### config.mk
export PLATFORM = sky130hd
export DESIGN_NAME = wbpm_front
export DESIGN_NICKNAME = d
export VERILOG_FILES = /design/src/rtl/assert_macros.svh /design/src/rtl/wbpm_pkg.sv /design/src/rtl/wbpm_front.sv
export SDC_FILE = /design/constraint.sdc
export NUM_CORES = 1
export LEC_CHECK = 0
export BUFFER_PORTS_ARGS = -buffer_cell sky130_fd_sc_hd__clkbuf_2
export CORE_ASPECT_RATIO = 1.2
export CORE_MARGIN = 1
export CORE_UTILIZATION = 57
export CTS_CLUSTER_SIZE = 12
export DETAILED_ROUTE_END_ITERATION = 6
export PLACE_DENSITY = 0.92
export SYNTH_ARGS = -nofsm -noshare
export SYNTH_HDL_FRONTEND = slang
export SYNTH_SLANG_ARGS = --single-unit
### constraint.sdc
create_clock -name clk -period 4.1 [get_ports clk]
set_input_delay 0.82 -clock clk [delete_from_list [all_inputs] [get_ports clk]]
set_output_delay 0.82 -clock clk [all_outputs]
set_load 0.1 [all_outputs]
### src/rtl/assert_macros.svh
// Assertion helpers; the enclosing module must provide clk and arst_n.
`ifndef ASSERT_MACROS_SVH
`define ASSERT_MACROS_SVH

// Same-cycle implication, checked on every rising clock edge out of reset.
`define CHK_IMPLY(lbl, ante, cons, msg) \
	lbl: assert property (@(posedge clk) disable iff (!arst_n) (ante) |-> (cons)) \
		else $error(msg);

// Next-cycle implication.
`define CHK_NEXT(lbl, ante, cons, msg) \
	lbl: assert property (@(posedge clk) disable iff (!arst_n) (ante) |=> (cons)) \
		else $error(msg);

`endif

### src/rtl/wbpm_pkg.sv
`timescale 1ns / 1ps
`default_nettype none

package wbpm_pkg;

	localparam int COUNT_BITS_DEF = 16;
	localparam int MAX_TABLE_DIST = 17;

	localparam int DIST_W = 5;
	localparam int TGT_W  = 16;
	localparam int MULT_W = 10;
	localparam int ERR_W  = 17;
	localparam int SUM_W  = 32;
	localparam int DER_W  = ERR_W + 1;
	localparam int GAIN_W = 24;
	localparam int BASE_W = 10;
	localparam int PID_W  = 16;
	localparam int FRAC_W = 16;

	// product and accumulator widths (gains are zero-extended to signed)
	localparam int PP_W   = GAIN_W + 1 + ERR_W;
	localparam int PI_W   = GAIN_W + 1 + SUM_W;
	localparam int PD_W   = GAIN_W + 1 + DER_W;
	localparam int PPD_W  = PD_W + 1;
	localparam int ACC_W  = PI_W + 1;
	localparam int QUO_W  = ACC_W - FRAC_W;
	localparam int DRV_W  = PID_W + 2;

	localparam int ERR_MAX_VAL = 2 ** (ERR_W - 1) - 1;
	localparam int ERR_MIN_VAL = -(2 ** (ERR_W - 1));
	localparam int PID_MAX_VAL = 2 ** (PID_W - 1) - 1;
	localparam int PID_MIN_VAL = -(2 ** (PID_W - 1));
	localparam int DRIVE_LIMIT = 400;

	localparam int Q_DEPTH = 4;
	localparam int Q_PTR_W = $clog2(Q_DEPTH);

	localparam int CFG_IDX_W  = 3;
	localparam int CFG_DATA_W = GAIN_W;

	localparam logic [GAIN_W-1:0] GAIN_P_RST = GAIN_W'(121242);
	localparam logic [GAIN_W-1:0] GAIN_I_RST = GAIN_W'(20);
	localparam logic [GAIN_W-1:0] GAIN_D_RST = GAIN_W'(3129672);
	localparam logic signed [BASE_W-1:0] RIGHT_BASE_RST = BASE_W'(250);
	localparam logic signed [BASE_W-1:0] LEFT_BASE_RST  = BASE_W'(380);

	// ticks per grid unit
	localparam int MULT_SHORT = 537;
	localparam int MULT_TWO   = 560;
	localparam int MULT_FEW   = 580;
	localparam int MULT_MID   = 590;
	localparam int MULT_LONG  = 600;

	localparam logic CMD_START = 1'b0;
	localparam logic CMD_TICK  = 1'b1;

	typedef enum logic [CFG_IDX_W-1:0] {
		REG_GAIN_P     = 3'd0,
		REG_GAIN_I     = 3'd1,
		REG_GAIN_D     = 3'd2,
		REG_RIGHT_BASE = 3'd3,
		REG_LEFT_BASE  = 3'd4
	} cfg_reg_t;

	typedef enum logic [1:0] {
		OP_START = 2'd0,
		OP_BRAKE = 2'd1,
		OP_PID   = 2'd2
	} op_kind_t;

	typedef struct packed {
		op_kind_t                 kind;
		logic signed [ERR_W-1:0]  err;
	} q_item_t;

	typedef struct packed {
		logic [GAIN_W-1:0]        gain_p;
		logic [GAIN_W-1:0]        gain_i;
		logic [GAIN_W-1:0]        gain_d;
		logic signed [BASE_W-1:0] right_base;
		logic signed [BASE_W-1:0] left_base;
	} cfg_t;

	function automatic logic [MULT_W-1:0] tick_mult(input logic [DIST_W-1:0] d);
		int dv;
		logic [MULT_W-1:0] m;
		dv = int'(d);
		if (dv < 1 || dv > MAX_TABLE_DIST)
			m = MULT_W'(MULT_SHORT);
		else if (dv == 1)
			m = MULT_W'(MULT_SHORT);
		else if (dv == 2)
			m = MULT_W'(MULT_TWO);
		else if (dv <= 4)
			m = MULT_W'(MULT_FEW);
		else if (dv <= 9)
			m = MULT_W'(MULT_MID);
		else
			m = MULT_W'(MULT_LONG);
		return m;
	endfunction

endpackage

`default_nettype wire

### src/rtl/wbpm_front.sv
`timescale 1ns / 1ps
`default_nettype none

module wbpm_front import wbpm_pkg::*; #(
	parameter int COUNT_BITS = COUNT_BITS_DEF
) (
	input  wire logic                  clk,
	input  wire logic                  arst_n,
	input  wire logic                  in_valid,
	output logic                       in_stall,
	input  wire logic                  cmd,
	input  wire logic [DIST_W-1:0]     distance,
	input  wire logic [COUNT_BITS-1:0] left_count,
	input  wire logic [COUNT_BITS-1:0] right_count,
	input  wire logic                  q_full,
	output logic                       push,
	output q_item_t                    push_item
);

	localparam int DW = (COUNT_BITS + 1 > ERR_W) ? COUNT_BITS + 1 : ERR_W;
	localparam int CW = (COUNT_BITS > TGT_W) ? COUNT_BITS : TGT_W;
	localparam logic signed [DW-1:0] EMAX = DW'(ERR_MAX_VAL);
	localparam logic signed [DW-1:0] EMIN = DW'(ERR_MIN_VAL);

	logic [TGT_W-1:0]              target_q;
	logic [MULT_W+DIST_W-1:0]      tgt_full;
	logic signed [DW-1:0]          diff;
	logic signed [ERR_W-1:0]       err_c;
	logic                          past_target;

	assign tgt_full = {{DIST_W{1'b0}}, tick_mult(distance)} * {{MULT_W{1'b0}}, distance};
	assign diff = $signed(DW'(right_count)) - $signed(DW'(left_count));
	assign past_target = CW'(right_count) > CW'(target_q);

	always_comb begin
		if (diff > EMAX)
			err_c = ERR_W'(ERR_MAX_VAL);
		else if (diff < EMIN)
			err_c = ERR_W'(ERR_MIN_VAL);
		else
			err_c = $signed(diff[ERR_W-1:0]);
	end

	assign in_stall = q_full;
	assign push     = in_valid && !q_full;

	always_comb begin
		push_item.err = err_c;
		if (cmd == CMD_START)
			push_item.kind = OP_START;
		else if (past_target)
			push_item.kind = OP_BRAKE;
		else
			push_item.kind = OP_PID;
	end

	// target is front state so the brake decision follows the item order
	always_ff @(posedge clk or negedge arst_n) begin
		if (!arst_n) begin
			target_q <= '0;
		end else if (push && cmd == CMD_START) begin
			target_q <= TGT_W'(tgt_full);
		end
	end

endmodule

`default_nettype wire

== After elaboration in Yosys (flattened, before gate mapping) ==
Cells that the tools add are included.

* Word-level logic and storage cells: 26
* Input bits: 42
* Output and inout bits: 21
* Register bits after elaboration: 15

* Eq/ne operators: 2
* Reductions and logical operators: 4
* Mux-type cells: 9
* $lt $le $gt $ge: 7
* Add/subtract/negate cells: 1
* $mul: 1
* Bitwise gates (word level): 1

{| class="wikitable"
|+ Operators with widths
! cell !! count
|-
| $mux 17 || 2
|-
| $gt 17x17->1 const B || 1
|-
| $lt 17x17->1 const B || 1
|-
| $sub 16x16->17 || 1
|-
| $gt 16x15->1 || 1
|-
| $mul 10x5->15 || 1
|-
| $mux 7 || 2
|-
| $mux 10 || 1
|-
| $mux 5 || 2
|-
| $eq 5x2->1 const B || 1
|-
| $eq 5x3->1 const B || 1
|-
| $gt 5x5->1 const B || 1
|-
| $le 5x3->1 const B || 1
|-
| $le 5x4->1 const B || 1
|-
| $lt 5x1->1 const B || 1
|-
| $mux 2 || 2
|-
| $logic_and 1x1->1 || 2
|-
| $logic_not 1->1 || 1
|-
| $logic_or 1x1->1 || 1
|-
| $not 1->1 || 1
|}

== Longest topological paths before layout ==
* Depth in word-level cells: 7
* Mapped depth: 16
* Depth with buffers taken out: 15

== Worst setup path before layout ==
No wires, ideal clock.

* Kind: in2reg
* Start point: in distance[3]
* End point: reg target_q[12]
* Stages: 15
* Arrival: 4.601 ns
* Required time: 3.968 ns
* Setup time: 0.132 ns
* Setup slack: -0.633 ns
* Path buffers: 1
* Path through: clkbuf_1 > inv_1 > nor4_1 > inv_1 > fa_1 > fa_1 > fa_1 > inv_1 > ha_1 > a211oi_2 > o21bai_1 > a211o_1 > a21oi_1 > xor2_1 > o21ai_1

* Longest elaborated chain between the ends: 7
* Elaborated cells on any way between the ends: 13
* Classes of those cells: mul (1); order compare (4); eq/ne (2); mux (5); reduce/logical (1)

{| class="wikitable"
|+ Ends and longest elaborated chain
! what !! RTL line !! text
|-
| start, declared || wbpm_front.sv:12 || <nowiki>input wire logic [DIST_W-1:0] distance,</nowiki>
|-
| $le 5x4->1 || wbpm_pkg.sv:96 || <nowiki>else if (dv <= 9)</nowiki>
|-
| $mux 5 || wbpm_pkg.sv:96 ||
|-
| $mux 5 || wbpm_pkg.sv:94 || <nowiki>else if (dv <= 4)</nowiki>
|-
| $mux 7 || wbpm_pkg.sv:92 || <nowiki>else if (dv == 2)</nowiki>
|-
| $mux 7 || wbpm_pkg.sv:90 || <nowiki>else if (dv == 1)</nowiki>
|-
| $mux 10 || wbpm_pkg.sv:88 || <nowiki>if (dv < 1 || dv > MAX_TABLE_DIST)</nowiki>
|-
| $mul 10x5->15 (*) || wbpm_front.sv:31 || <nowiki>assign tgt_full = {{DIST_W{1'b0}}, tick_mult(distance)} * {{MULT_W{1'b0}}, distance};</nowiki>
|-
| end signal, assigned || wbpm_front.sv:62 || <nowiki>target_q <= TGT_W'(tgt_full);</nowiki>
|-
| end, declared || wbpm_front.sv:25 || <nowiki>logic [TGT_W-1:0] target_q;</nowiki>
|}

Every way passes the cells marked *; elsewhere a longest branch is shown, timed or not.
A chain may end at the register's enable or synchronous reset.

== Final worst setup path ==
* Start point: in distance[3]
* End point: reg target_q[9]

Same word-level chain as after synthesis.

==> impl_summary.txt <==
----------------------------------------------------
[Status]
  Run status ... complete, but fails checks
  Violations in the final reports ... setup timing

[Setup path]
  Crit path max-delay cell type ... fa_1
  Critical path depth in cells ... 16
  Critical R2R Launch ... target_q[4]
  Largest driver fanout on the critical path ... 4
  Crit path kind ... primary input to flop
  Worst setup EP type ... flop
  Count of buffer and inverter cells on the critical path ... 5
  Crit start category ... primary input
  Length in cells of the worst reg-to-reg path ... 2
  Endpoint of the worst setup timing path ... target_q[9]
  CP dominant cell by count ... fa_1
  Stage delay of the slowest cell on the critical path ... 550 ps
  Cell breakdown of the critical path ... clkbuf_16 -> o41a_1 -> fa_1 -> inv_1 -> fa_1 -> inv_2 -> fa_1 -> ha_4 -> o21ai_2 -> o21bai_1 -> a21o_1 -> buf_4 -> buf_6 -> a31oi_4 -> xor2_1 -> o21ai_1
  Top cell family by delay on the critical path ... adder cells
  Arrival time worst endpoint ... 4300 ps
  Flop-to-flop setup slack ... 3420 ps
  Start point of the critical path ... distance[3]
  Required time at the worst-slack endpoint ... around 4200 ps
  Terminus of the critical flop-to-flop path ... target_q[4]

[Drt]
  DR vias ... ~3000
  Post-DR wirelength/cell ... roughly 16 um
  TritonRoute pass-1 iters ... 4
  Total detailed-routing wirelength ... 8.20 mm
  Initial drt markers ... 114
  Drc violations ... 0
  Count of nets left with antenna violations after detail routing ... 0
  Mean number of vias per cell ... ~5.7

[Synth]
  Average footprint of a synthesized cell ... between 8 and 9 um^2
  Number of instances in the synthesized netlist ... around 370
  Async set or reset register ratio after synthesis ... 1.00
  Register bit total from synthesis ... 15
  Dominant register cell in the synthesized netlist ... dfrtp_1
  Number of synthesized flops with an enable pin ... 0
  Library cell occupying the most area in the post-synthesis netlist ... ha_1
  Number of distinct library cells after synthesis ... 56
  Synthesized area ... roughly 3000 um^2
  Top post-synthesis cells by area ... ha_1 (22%), dfrtp_1 (12%), fa_1 (11%)
  Yosys warning count ... 0
  Sequential element share of the synthesized area ... 0.124
  Area share of the largest cell type after synthesis ... 0.224

[Pwr]
  Overall Power ... 0.00160 W
  Power density normalized to cell area ... 394 nW/um^2
  Leakage power ... about 2.1 nW
  Peak VDD IR ... 0.183 mV

[Cells and area]
  Antenna diodes ... 0
  Number of flip-flops under the largest register name ... 15
  Post-Route Utilization ... 0.812
  Registers with the most flip-flops ... target_q x15
  Top register by number of flip-flops ... target_q
  Number of nets in the layout ... slightly below 600
  Number of filler cells placed in the layout ... 297
  Relative area change from synthesis to final layout ... 34.8%
  Share of layout cells above drive strength 1 ... 0.327

[Clock network]
  Number of clock buffers inserted by TritonCTS ... 3
  Buffer cell driving the clock tree root ... clkbuf_8
  Clock latency of the later-clocked register in the worst-skew pair ... between 200 and 300 ps
  H-tree levels ... 1
  Buffers from clock root to sink, at most ... 2
  Number of clock sinks ... 15
  Clock tree from TritonCTS ... done
  Register clock-pin slew on the reported worst setup and hold paths ... 60 ps
  Count of hold buffers inserted by post-cts repair ... 0

[Floorplan]
  Initial Utilization ... 0.602
  Placeable core region ... 5010 um^2
  Cell Rows ... 28
  IO Pins ... 63
  Die Footprint ... 5590 um^2
  Die Span X ... 68.4 um
  Die Y-Extent ... 81.7 um

[GRT]
  Global-route wire length before repair ... 12.1 mm
  Pin count of the biggest net entering global routing ... 19
  Aggregate global routing overflow ... 0
  Via count of the first global-routing pass ... 2943
  Initial antenna violation count ... 0
  All-layer global routing usage ... 0.289

[Timing]
  Final hold viol count ... 0
  Remaining max-slew budget at the tightest pin ... 0.448
  Total Negative Setup Slacks ... -196 ps
  Slack of the critical path ... -84.2 ps
  Min Clock Period, post-route ... 4180 ps
  Slew at the pin with the worst max-slew slack ... 827 ps
  Timing-limited maximum frequency ... roughly 240 MHz
  Pins over their slew limit ... 0
  Unrepaired setup endpoints after global routing ... yes
  Final critical-path share of the clock period ... 1.02
  Total setup violations reported at the end of the flow ... 4
  Final-layout worst hold slack ... 466 ps
  Clk_skew ... 0 ps

[Flow run]
  Max Cap Violations ... 0

[Placed design]
  Routability cong. ... 0.930
  Placement Setup Slack ... -328 ps
  Count of input and output buffers ... 62
  Detail Placement HPWL ... 6.44 mm

[Min path]
  Kind of path behind the tightest hold check ... primary input to asynchronous set/reset pin

----------------------------------------------------
## synth_stat cells (all sizes together) (4+ instances only)
| cell type | n |
|---|---|
| buf | 4 |
| xor2 | 13 |
| clkbuf | 12 |
| and3 | 4 |
| o211ai | 4 |
| inv | 55 |
| dfrtp | 15 |
| xnor2 | 11 |
| nor3 | 5 |
| nand2b | 4 |
| nor2b | 10 |
| a21o | 7 |
| o21ai | 31 |
| ha | 54 |
| nand3 | 4 |
| nand2 | 28 |
| a211oi | 4 |
| and2 | 7 |
| nor2 | 21 |
| fa | 17 |
| a21oi | 23 |
## through the flow
step,instance area (um^2),std cells
finish,4070,525
global route,4070,525
CTS,3920,519
detailed placement,3840,515
global placement,3840,515
floorplan,3220,375
## where the power goes
group | internal, W | total, W | switching, W
Clock | 0.0000673 | 0.000119 | 0.0000514
Sequential | 0.000197 | 0.000218 | 0.0000208
Combinational | 0.000486 | 0.00127 | 0.000781
Total | 0.000750 | 0.00160 | 0.000853
## kinds of logic after synthesis
kind of cell    count (synthesis)  synth area share
buf+inv                        71            0.0937
compound gates                 96             0.220
fa+ha+maj                      71             0.337
simple gates                   91             0.149
xor+xnor                       24            0.0697
other cells                     2           0.00249
mux                             1           0.00332
flops                          15             0.124
## routing by layer
| metal | share of wire | GRT usage | routed length (um) | vias to the layer above |
|---|---|---|---|---|
| met5 | 0 | 0 | 0 | - |
| met4 | 0.037 | 0.131 | 302 | 0 |
| met3 | 0.028 | 0.0236 | 228 | 28 |
| met2 | 0.58 | 0.610 | 4740 | 93 |
| met1 | 0.36 | 0.261 | 2930 | 1425 |
| li1 | - | - | - | 1452 |
## worst reg2reg max path, delay by kind of cell (launching register included)
kind | cells | cell delay, ps
AOI/OAI and AO/OA | 1 | 90
DFF | 1 | 360
buffers and inverters | 1 | 80
## what timing repair did
item / 4_1_cts / 5_1_grt
cloned: 0 / 0
pin swaps: 0 / 12
setup buffers: 0 / 6
setup endpoints to repair: 5 / 10
resized for setup: 6 / 22
## area by class of cell
class                           count  area (um^2)  share of cell area
Tap cell                           60         75.1              0.0185
Multi-Input combinational cell    289         2620               0.645
Clock inverter                      1         5.00             0.00123
Clock buffer                        3         41.3              0.0102
Inverter                           55          214              0.0526
Sequential cell                    15          375              0.0923
Timing Repair Buffer              102          733               0.180
## placed cells by master, fill, tap and decap left out, types with 6 or more instances in the layout
master	n
a21o_1	6
a21oi_1	19
and2_1	7
buf_12	6
buf_4	39
clkbuf_2	53
conb_1	6
dfrtp_1	15
fa_1	15
ha_1	51
inv_1	51
nand2_1	27
nor2_1	17
nor2b_1	9
o21ai_0	17
o21ai_1	11
xnor2_1	8
xor2_1	8
## worst min path at each step
stage | from | to | slack (ps) | depth (start not counted)
2_1_floorplan | target_q[10] | target_q[10] | 460 | 2
3_3_place_gp | target_q[8] | target_q[8] | 470 | 2
3_5_place_dp | target_q[8] | target_q[8] | 480 | 2
4_1_cts | arst_n | target_q[2] | 480 | 1
5_1_grt | arst_n | target_q[2] | 480 | 1
6_report | arst_n | target_q[2] | 470 | 1
Power figures use the tool's default switching activity.
