===== src/rtl/assert_macros.svh =====
// Assertion helpers; the enclosing module must provide clk and arst_n.
`ifndef ASSERT_MACROS_SVH
`define ASSERT_MACROS_SVH

// Same-cycle implication, checked on every rising clock edge out of reset.
`define CHK_IMPLY(lbl, ante, cons, msg) \
	lbl: assert property (@(posedge clk) disable iff (!arst_n) (ante) |-> (cons)) \
		else $error(msg);

// Next-cycle implication.
`define CHK_NEXT(lbl, ante, cons, msg) \
	lbl: assert property (@(posedge clk) disable iff (!arst_n) (ante) |=> (cons)) \
		else $error(msg);

`endif


===== src/rtl/wbpm_pkg.sv =====
`timescale 1ns / 1ps
`default_nettype none

package wbpm_pkg;

	localparam int COUNT_BITS_DEF = 16;
	localparam int MAX_TABLE_DIST = 17;

	localparam int DIST_W = 5;
	localparam int TGT_W  = 16;
	localparam int MULT_W = 10;
	localparam int ERR_W  = 17;
	localparam int SUM_W  = 32;
	localparam int DER_W  = ERR_W + 1;
	localparam int GAIN_W = 24;
	localparam int BASE_W = 10;
	localparam int PID_W  = 16;
	localparam int FRAC_W = 16;

	// product and accumulator widths (gains are zero-extended to signed)
	localparam int PP_W   = GAIN_W + 1 + ERR_W;
	localparam int PI_W   = GAIN_W + 1 + SUM_W;
	localparam int PD_W   = GAIN_W + 1 + DER_W;
	localparam int PPD_W  = PD_W + 1;
	localparam int ACC_W  = PI_W + 1;
	localparam int QUO_W  = ACC_W - FRAC_W;
	localparam int DRV_W  = PID_W + 2;

	localparam int ERR_MAX_VAL = 2 ** (ERR_W - 1) - 1;
	localparam int ERR_MIN_VAL = -(2 ** (ERR_W - 1));
	localparam int PID_MAX_VAL = 2 ** (PID_W - 1) - 1;
	localparam int PID_MIN_VAL = -(2 ** (PID_W - 1));
	localparam int DRIVE_LIMIT = 400;

	localparam int Q_DEPTH = 4;
	localparam int Q_PTR_W = $clog2(Q_DEPTH);

	localparam int CFG_IDX_W  = 3;
	localparam int CFG_DATA_W = GAIN_W;

	localparam logic [GAIN_W-1:0] GAIN_P_RST = GAIN_W'(121242);
	localparam logic [GAIN_W-1:0] GAIN_I_RST = GAIN_W'(20);
	localparam logic [GAIN_W-1:0] GAIN_D_RST = GAIN_W'(3129672);
	localparam logic signed [BASE_W-1:0] RIGHT_BASE_RST = BASE_W'(250);
	localparam logic signed [BASE_W-1:0] LEFT_BASE_RST  = BASE_W'(380);

	// ticks per grid unit
	localparam int MULT_SHORT = 537;
	localparam int MULT_TWO   = 560;
	localparam int MULT_FEW   = 580;
	localparam int MULT_MID   = 590;
	localparam int MULT_LONG  = 600;

	localparam logic CMD_START = 1'b0;
	localparam logic CMD_TICK  = 1'b1;

	typedef enum logic [CFG_IDX_W-1:0] {
		REG_GAIN_P     = 3'd0,
		REG_GAIN_I     = 3'd1,
		REG_GAIN_D     = 3'd2,
		REG_RIGHT_BASE = 3'd3,
		REG_LEFT_BASE  = 3'd4
	} cfg_reg_t;

	typedef enum logic [1:0] {
		OP_START = 2'd0,
		OP_BRAKE = 2'd1,
		OP_PID   = 2'd2
	} op_kind_t;

	typedef struct packed {
		op_kind_t                 kind;
		logic signed [ERR_W-1:0]  err;
	} q_item_t;

	typedef struct packed {
		logic [GAIN_W-1:0]        gain_p;
		logic [GAIN_W-1:0]        gain_i;
		logic [GAIN_W-1:0]        gain_d;
		logic signed [BASE_W-1:0] right_base;
		logic signed [BASE_W-1:0] left_base;
	} cfg_t;

	function automatic logic [MULT_W-1:0] tick_mult(input logic [DIST_W-1:0] d);
		int dv;
		logic [MULT_W-1:0] m;
		dv = int'(d);
		if (dv < 1 || dv > MAX_TABLE_DIST)
			m = MULT_W'(MULT_SHORT);
		else if (dv == 1)
			m = MULT_W'(MULT_SHORT);
		else if (dv == 2)
			m = MULT_W'(MULT_TWO);
		else if (dv <= 4)
			m = MULT_W'(MULT_FEW);
		else if (dv <= 9)
			m = MULT_W'(MULT_MID);
		else
			m = MULT_W'(MULT_LONG);
		return m;
	endfunction

endpackage

`default_nettype wire


===== src/rtl/wbpm_queue.sv =====
`timescale 1ns / 1ps
`default_nettype none

module wbpm_queue import wbpm_pkg::*; (
	input  wire logic    clk,
	input  wire logic    arst_n,
	input  wire logic    push,
	input  q_item_t      push_item,
	output logic         full,
	input  wire logic    pop,
	output q_item_t      pop_item,
	output logic         not_empty
);

	q_item_t              mem_q [Q_DEPTH];
	logic [Q_PTR_W-1:0]   wr_ptr_q;
	logic [Q_PTR_W-1:0]   rd_ptr_q;
	logic [Q_PTR_W:0]     count_q;

	assign full      = count_q == (Q_PTR_W + 1)'(Q_DEPTH);
	assign not_empty = count_q != '0;
	assign pop_item  = mem_q[rd_ptr_q];

	always_ff @(posedge clk) begin
		if (push) begin
			mem_q[wr_ptr_q] <= push_item;
		end
	end

	always_ff @(posedge clk or negedge arst_n) begin
		if (!arst_n) begin
			wr_ptr_q <= '0;
			rd_ptr_q <= '0;
			count_q  <= '0;
		end else begin
			if (push)
				wr_ptr_q <= wr_ptr_q + 1'b1;
			if (pop)
				rd_ptr_q <= rd_ptr_q + 1'b1;
			if (push && !pop)
				count_q <= count_q + 1'b1;
			else if (pop && !push)
				count_q <= count_q - 1'b1;
		end
	end

endmodule

`default_nettype wire


===== config.mk =====
export PLATFORM = sky130hd
export DESIGN_NAME = wbpm_queue
export DESIGN_NICKNAME = d
export VERILOG_FILES = /design/src/rtl/assert_macros.svh /design/src/rtl/wbpm_pkg.sv /design/src/rtl/wbpm_queue.sv
export SDC_FILE = /design/constraint.sdc
export NUM_CORES = 1
export LEC_CHECK = 0
export ABC_AREA = 0
export BUFFER_PORTS_ARGS = -buffer_cell sky130_fd_sc_hd__clkbuf_2
export CAP_MARGIN = 10
export CORE_MARGIN = 5
export CORE_UTILIZATION = 50
export CTS_BUF_LIST = sky130_fd_sc_hd__clkbuf_8
export DETAILED_ROUTE_END_ITERATION = 6
export PLACE_DENSITY = 0.77
export SYNTH_ARGS = -nofsm -noshare
export SYNTH_HDL_FRONTEND = slang
export SYNTH_SLANG_ARGS = --single-unit

===== constraint.sdc =====
create_clock -name clk -period 1.6 [get_ports clk]
set_clock_uncertainty 0.2 [all_clocks]
set_input_delay 0.16 -clock clk [delete_from_list [all_inputs] [get_ports clk]]
set_output_delay 0.16 -clock clk [all_outputs]
set_load 0.01 [all_outputs]

After elaboration in Yosys (flattened, before gate mapping) --
Memories as Yosys holds them, arrays and structs flattened. Cells that the tools add are included.
Word-level totals: flip-flop bits (word level) 7, memory bits (writable) 76, input port bits 23, output and inout bits 21, logic and storage cells 19, memories kept 1
Memories:
- mem_q | depth 4, width 19, rd ports 1, clocked after memory_dff 0, wr ports 1, RTL line wbpm_queue.sv:15 | q_item_t mem_q [Q_DEPTH];
Operators by class: add/subtract/negate cells 4, equal/unequal tests 1, mux-type cells 4, reductions and logical operators 6
Operators with widths (number):
- 3-bit 2-to-1 mux | 2
- 2-bit by 1-bit adder with 2-bit output, second input constant | 2
- 3-bit by 1-bit adder with 3-bit output, second input constant | 1
- 3-bit equality test, second input constant | 1
- 3-bit nonzero test | 1
- 3-bit by 1-bit subtractor with 3-bit output, second input constant | 1
- 1-bit logical AND | 2
- 1-bit logical NOT | 2
- 1-bit 2-to-1 mux | 2
- 2-bit nonzero test | 1

Longest topological paths before layout --
Gate-level depths: netlist of the first run.
depth in word-level cells 4, depth in mapped cells 7, depth with buffers taken out 7

Least setup slack after synthesis of the first run --
OpenSTA, ideal clock, no wires.
kind reg2reg, start register wr_ptr_q[0], end memory mem_q[0][0] (netlist bit) (enable), library setup time 0.377 ns, arrival 1.119 ns, required time 1.023 ns, slack -0.096 ns, stages on the path, launching flop included 4, buffers on the path 0, clock period less this slack 1.696 ns, cells stage by stage dfrtp_1 inv_1 ha_1 and2_1
RTL lines:
- start: declaration | RTL line wbpm_queue.sv:16 | logic [Q_PTR_W-1:0] wr_ptr_q;
- start signal: assignment | RTL line wbpm_queue.sv:37 | wr_ptr_q <= wr_ptr_q + 1'b1;
- end: declaration | RTL line wbpm_queue.sv:15
No word-level cell before the write port.

==> results.json, run 1 <==
{
  "status": "finished, violations left",
  "violations": "negative setup slack",
  "power_frac_clock": 0.218,
  "fin_ws_ns": -0.403,
  "required_ns": 1.24,
  "synth_compound_area_frac": 0.00159,
  "gp_congestion": 0.692,
  "io_buffer_count": 43,
  "synthArstFlopShare": 0.0843,
  "synth-seq-area-share": 0.783,
  "holdPathStages": 3,
  "num_antenna_cells": 0,
  "internal_power_mw": 4.84,
  "fill_cells": 394,
  "track_usage": 0.153,
  "avgSynthCellArea_sq_um": 23.6,
  "cp_max_fo": 7,
  "regArea_sq_um": 2460,
  "clockRootBuffer": "clkbuf_8",
  "cts_buffers": 9,
  "fin_crit_sh": 1.25,
  "synth_adder_area_share": 0.0263,
  "clkTransAtPathRegs_ns": 0.08,
  "ys_ff_latch": 83,
  "totalWireLength_mm": 5.76,
  "firstDrtPassIters": 4,
  "routedWlPerCell_microns": 18.9,
  "clock_latency_ns": 0.34,
  "synth_top_family_by_area": "multiplexers",
  "setup-violations-final": 20,
  "placement_rows": 28,
  "worst_pin_slew_ns": 0.381,
  "remaining_drc_errors": 0,
  "grt_remaining_overflow": 0,
  "powerDensity_nw_per_um2": 1690,
  "synth_largest_area_cell": "edfxtp_1",
  "synth-main-ff-cell": "edfxtp_1",
  "clock_path_buffers": 2,
  "die-area_sq_um": 7960,
  "hold_viol": 0,
  "core_area_sq_um": 6030,
  "syn_inst": 133,
  "relSlewSlack": 0.745,
  "max_freq_ghz": 0.499,
  "p_leak_nw": 1.50,
  "ant_nets": 0,
  "fin_crit_ns": 2.00,
  "yosysTopAreaCellShare": 0.727,
  "synthSimpleGateAreaFrac": 0.0159,
  "die_x_microns": 89.2,
  "ios": 44,
  "synth_area_leaders": "edfxtp_1 (73%), mux4_2 (13%), dfrtp_1 (5.6%)",
  "end_kind": "output pin",
  "antenna_found_initial": 0,
  "synth.area.mux_share": 0.141,
  "synth_commonest_cells": "edfxtp_1 (76), mux4_2 (18), dfrtp_1 (7)",
  "worstRegToRegCells": 5,
  "slew_violations": 0,
  "start_kind": "flop",
  "grt_pass1_vias": 1714,
  "power.share.switching": 0.298,
  "vias": 1600,
  "via_per_inst": 5.26,
  "cts_tree": "done",
  "synthesis.area_sq_um": 3140,
  "drtIter0Drc": 107,
  "p_switching_mw": 2.05,
  "synth_most_common_cell": "edfxtp_1",
  "fin_setup_tns_ns": -6.95,
  "synth_edf_count": 76,
  "dp_hpwl_mm": 3.57,
  "worst_ep_arrival_time_ns": 1.64,
  "nets": 253,
  "multi_input_area_sq_um": 646,
  "synth_xor_area_frac": 0.0167,
  "drive_gt1_frac": 0.463,
  "instances_no_fill": 304,
  "min_path_type": "input pin to flop",
  "path_class": "flop to output pin",
  "grt_pass1_wl_mm": 8.71,
  "start_util": 0.521,
  "numPlacedInstances": 263,
  "max-vdd-ir-drop_mv": 1.11,
  "layout-area-overhead-vs-synth_pct": 29.7,
  "seqPwrFrac": 0.444,
  "maxCapViolations": 0,
  "grt_start_max_net_pins": 20,
  "die_h_microns": 89.2,
  "yosysUniqueCellTypes": 18,
  "cts.sinks": 83,
  "power_frac_comb": 0.339,
  "htree_levels": 3,
  "yosys_warnings": 0,
  "rsz0062_at_grt": "true",
  "syn-num-nets": 162
}
[power groups by stage]
stage	clock [mW]	sequential, mW	combinational, mW
floorplan	0	3.02	1.34
global placement	0	3.03	2.10
detailed placement	0	3.07	2.15
CTS	1.53	3.04	2.28
global route	1.63	3.10	2.52
finish	1.50	3.06	2.34
[final cells by class]
cell class	count	area share
clock buffer	9	0.0304
inverter	4	0.00369
clock inverter	7	0.0191
timing repair buffer	84	0.161
sequential	83	0.604
multi-input combinational	42	0.159
tap	75	0.0230
[what timing repair did]
action,in CTS,in global routing
setup buffers,1,0
pin swaps,1,0
hold endpoints to repair,87,0
cloned,0,1
gates resized for setup,10,8
hold buffers,23,0
setup endpoints to repair,56,29
[metrics by stage]
step / instance area, sq um / hold WS [ns] / worst slack, ns / total power, mW / utilization
floorplan: 3140 / -0.336 / 0.0883 / 4.36 / -
CTS: 4020 / 0.00613 / -0.385 / 6.85 / 0.668
global placement: 3560 / -0.193 / -0.00935 / 5.13 / 0.592
global route: 4070 / 0.0347 / -0.462 / 7.25 / 0.676
finish: 4070 / 0.0119 / -0.403 / 6.90 / 0.676
detailed placement: 3560 / -0.184 / -0.0859 / 5.23 / 0.592
[path summary, 6_finish.rpt]
check                              endpoint  slack [ns]         from
worst max-delay path            pop_item[4]       -0.40  rd_ptr_q[0]
max in group asynchronous       rd_ptr_q[0]        0.30       arst_n
min in group asynchronous       rd_ptr_q[1]        0.60       arst_n
worst min-delay path             count_q[0]        0.01         push
worst max register to register  mem_q[1][6]        0.01  wr_ptr_q[1]
worst min register to register   count_q[2]        0.32   count_q[2]
[layer usage]
layer  GRT usage  vias up  part of all wire
li1            -      721                 -
met1       0.196      804              0.41
met2       0.252       67              0.52
met3      0.0442        8             0.053
met4      0.0568        0             0.015
met5           0        -                 0
[logic make-up (layout without fill, tap and decap cells)]
logic type	count (synthesis)	after routing
xor+xnor	6	6
flops	83	83
buf+inv	8	104
simple gates	9	9
fa+ha+maj	6	6
compound gates	1	1
mux	20	20
[state kept, by name, indices dropped and copies added, names as in the netlist]
signal,count
count_q,3
mem_q,76
rd_ptr_q,2
wr_ptr_q,2
[worst max-delay path, cell delays in order, from the launching register on]
cell and delay [ns]:
dfrtp_2 0.46, buf_8 0.17, mux4_2 0.51, clkbuf_2 0.16
[layout by cell type (no fill, tap or decap)]
master         instances
edfxtp_1              76
clkbuf_2              42
dlygate4sd3_1         23
mux4_2                19
buf_4                 10
clkbuf_8               9
ha_1                   5
dfrtp_1                5
xor2_1                 4
buf_6                  4
inv_1                  3
and2_4                 3
clkinvlp_4             3
xnor2_1                2
nand2_1                2
dfrtp_2                2
buf_12                 2
buf_8                  2
inv_2                  1
and2_2                 1
or3_1                  1
nor3b_2                1
mux2_2                 1
o21ai_0                1
nor2_1                 1
fa_2                   1
bufinv_16              1
inv_8                  1
clkinv_2               1
clkinv_4               1
clkbuf_16              1
Note: power is estimated with default switching activity, not from simulation.
==> inputs of run 2 (changes only) <==
RECOVER_POWER = 100   (was not set)
==> run 2 against run 1 <==
Against the previous run:
- the run still ends with negative setup slack left
- sequential cell count did not move
- largest cell class unchanged
- clock power hardly changed
- utilization fell by 0.46 points
- highest routed layer unchanged
- critical path depth is the same
- global-route usage unchanged
- combinational power about the same
- first-iteration DRC count is 5.6% lower
- wire length fell by 0.83%
- total power down 0.26%
- non-clock buffer count unchanged
- count of clock-buffer cells in the layout is the same
==> results.json, run 2 (same netlist as run 1, synthesis figures left out) <==
{
  "status": "finished, violations left",
  "violations": "negative setup slack",
  "maxCapViolations": 0,
  "die_h_microns": 89.2,
  "path_class": "flop to output pin",
  "drive_gt1_frac": 0.376,
  "worst_path_max_delay_cell": "mux4_2",
  "max_freq_ghz": 0.500,
  "remaining_drc_errors": 0,
  "max-vdd-ir-drop_mv": 1.10,
  "drtIter0Drc": 101,
  "layout_common_cells": "edfxtp_1 (76), dlygate4sd3_1 (23), clkbuf_2 (23)",
  "p_leak_nw": 1.44,
  "largest_register_ff_count": 76,
  "track_usage": 0.153,
  "path_cells": "buf_8 > mux4_2 > clkbuf_2",
  "num_antenna_cells": 0,
  "holdPathStages": 3,
  "cts_buffers": 9,
  "die-area_sq_um": 7960,
  "ios": 44,
  "hold_viol": 0,
  "fin_ws_ns": -0.401,
  "core_area_sq_um": 6030,
  "fin_setup_tns_ns": -8.71,
  "regArea_sq_um": 2460,
  "die_x_microns": 89.2,
  "grt_pass1_vias": 1714,
  "layout-area-overhead-vs-synth_pct": 28.9,
  "fill_cells": 409,
  "placement_rows": 28,
  "setup-violations-final": 81,
  "multi_input_area_sq_um": 646,
  "clockRootBuffer": "clkbuf_8",
  "antenna_found_initial": 0,
  "htree_levels": 3,
  "powerDensity_nw_per_um2": 1700,
  "rsz0062_at_grt": "true",
  "nets": 253,
  "firstDrtPassIters": 5,
  "fin_crit_sh": 1.25,
  "cpPeakStageDelay_ns": 0.51,
  "regMostFlops": "mem_q",
  "clkTransAtPathRegs_ns": 0.08,
  "relSlewSlack": 0.744,
  "totalWireLength_mm": 5.71,
  "gp_congestion": 0.692,
  "fin_crit_ns": 2.00,
  "layout_commonest_cell": "edfxtp_1",
  "required_ns": 1.24,
  "fin_total_pwr_mw": 6.88,
  "grt_remaining_overflow": 0,
  "clock_latency_ns": 0.34,
  "ant_nets": 0,
  "vias": 1578,
  "worst_ep_arrival_time_ns": 1.64,
  "numPlacedInstances": 263,
  "worst_pin_slew_ns": 0.383,
  "routedWlPerCell_microns": 18.8,
  "cts.sinks": 83,
  "reg.largest.list": "mem_q: 76 flops, count_q: 3 flops",
  "end_kind": "output pin",
  "start_util": 0.521,
  "start_kind": "flop",
  "min_path_type": "input pin to flop",
  "cts_tree": "done",
  "slew_violations": 0,
  "io_buffer_count": 43,
  "worstRegToRegCells": 5,
  "via_per_inst": 5.19,
  "clock_path_buffers": 2,
  "dp_hpwl_mm": 3.57,
  "grt_start_max_net_pins": 20,
  "dp_slack_ns": -0.0859,
  "final_util": 0.671,
  "cp_max_fo": 7,
  "grt_pass1_wl_mm": 8.71,
  "instances_no_fill": 304
}
==> run 2: worst max-delay path: cells and delay by family (launching register included) <==
| kind | cells | cell delay [ns] |
|---|---|---|
| buffers and inverters | 2 | 0.33 |
| flip-flops | 1 | 0.46 |
| multiplexers | 1 | 0.51 |
==> run 2: metrics by stage <==
| step | cell area, sq um | hold slack [ns] |
|---|---|---|
| after floorplan | 3140 | -0.336 |
| after global placement | 3560 | -0.193 |
| after detailed placement | 3560 | -0.184 |
| after global routing | 4040 | 0.0347 |
| after CTS | 4020 | 0.00613 |
| final | 4040 | 0.0124 |
==> run 2: what timing repair did <==
action | 4_1_cts | 5_1_grt
resized for setup | 10 | 8
pin swaps | 1 | 0
hold buffers | 23 | 0
gates cloned | 0 | 1
buffers inserted | 1 | 0
hold endpoints to repair | 87 | 0
setup endpoints to repair | 56 | 29
==> run 2: power breakdown <==
group | switching (mW) | internal (mW) | leakage (nW)
Combinational | 1.08 | 1.24 | 0.564
Sequential | 0.194 | 2.86 | 0.778
Clock | 0.769 | 0.731 | 0.0934
Total | 2.04 | 4.84 | 1.44
==> run 2: area by class of cell <==
type / instances / area share
clock inverters: 7 / 0.0192
clock buffers: 9 / 0.0306
well taps: 75 / 0.0232
repair buffers: 84 / 0.155
multi-input cells: 42 / 0.160
flip-flops and latches: 83 / 0.608
inverters: 4 / 0.00371
==> run 2: path summary, 6_finish.rpt <==
check | slack, ns | endpoint | start
hold reg to reg | 0.32 | count_q[2] | count_q[2]
max in group asynchronous | 0.30 | rd_ptr_q[0] | arst_n
setup / recovery | -0.40 | pop_item[4] | rd_ptr_q[0]
hold / removal | 0.01 | count_q[0] | push
min in group asynchronous | 0.60 | rd_ptr_q[1] | arst_n
setup reg to reg | 0.02 | mem_q[1][15] | wr_ptr_q[1]
==> run 2: per-layer routing <==
metal  vias to the layer above  global-route usage  part of all wire
met5                         -                   0                 0
met4                         0              0.0568             0.015
met3                         8              0.0442             0.045
met2                        47               0.252              0.52
met1                       801               0.196              0.42
li1                        722                   -                 -
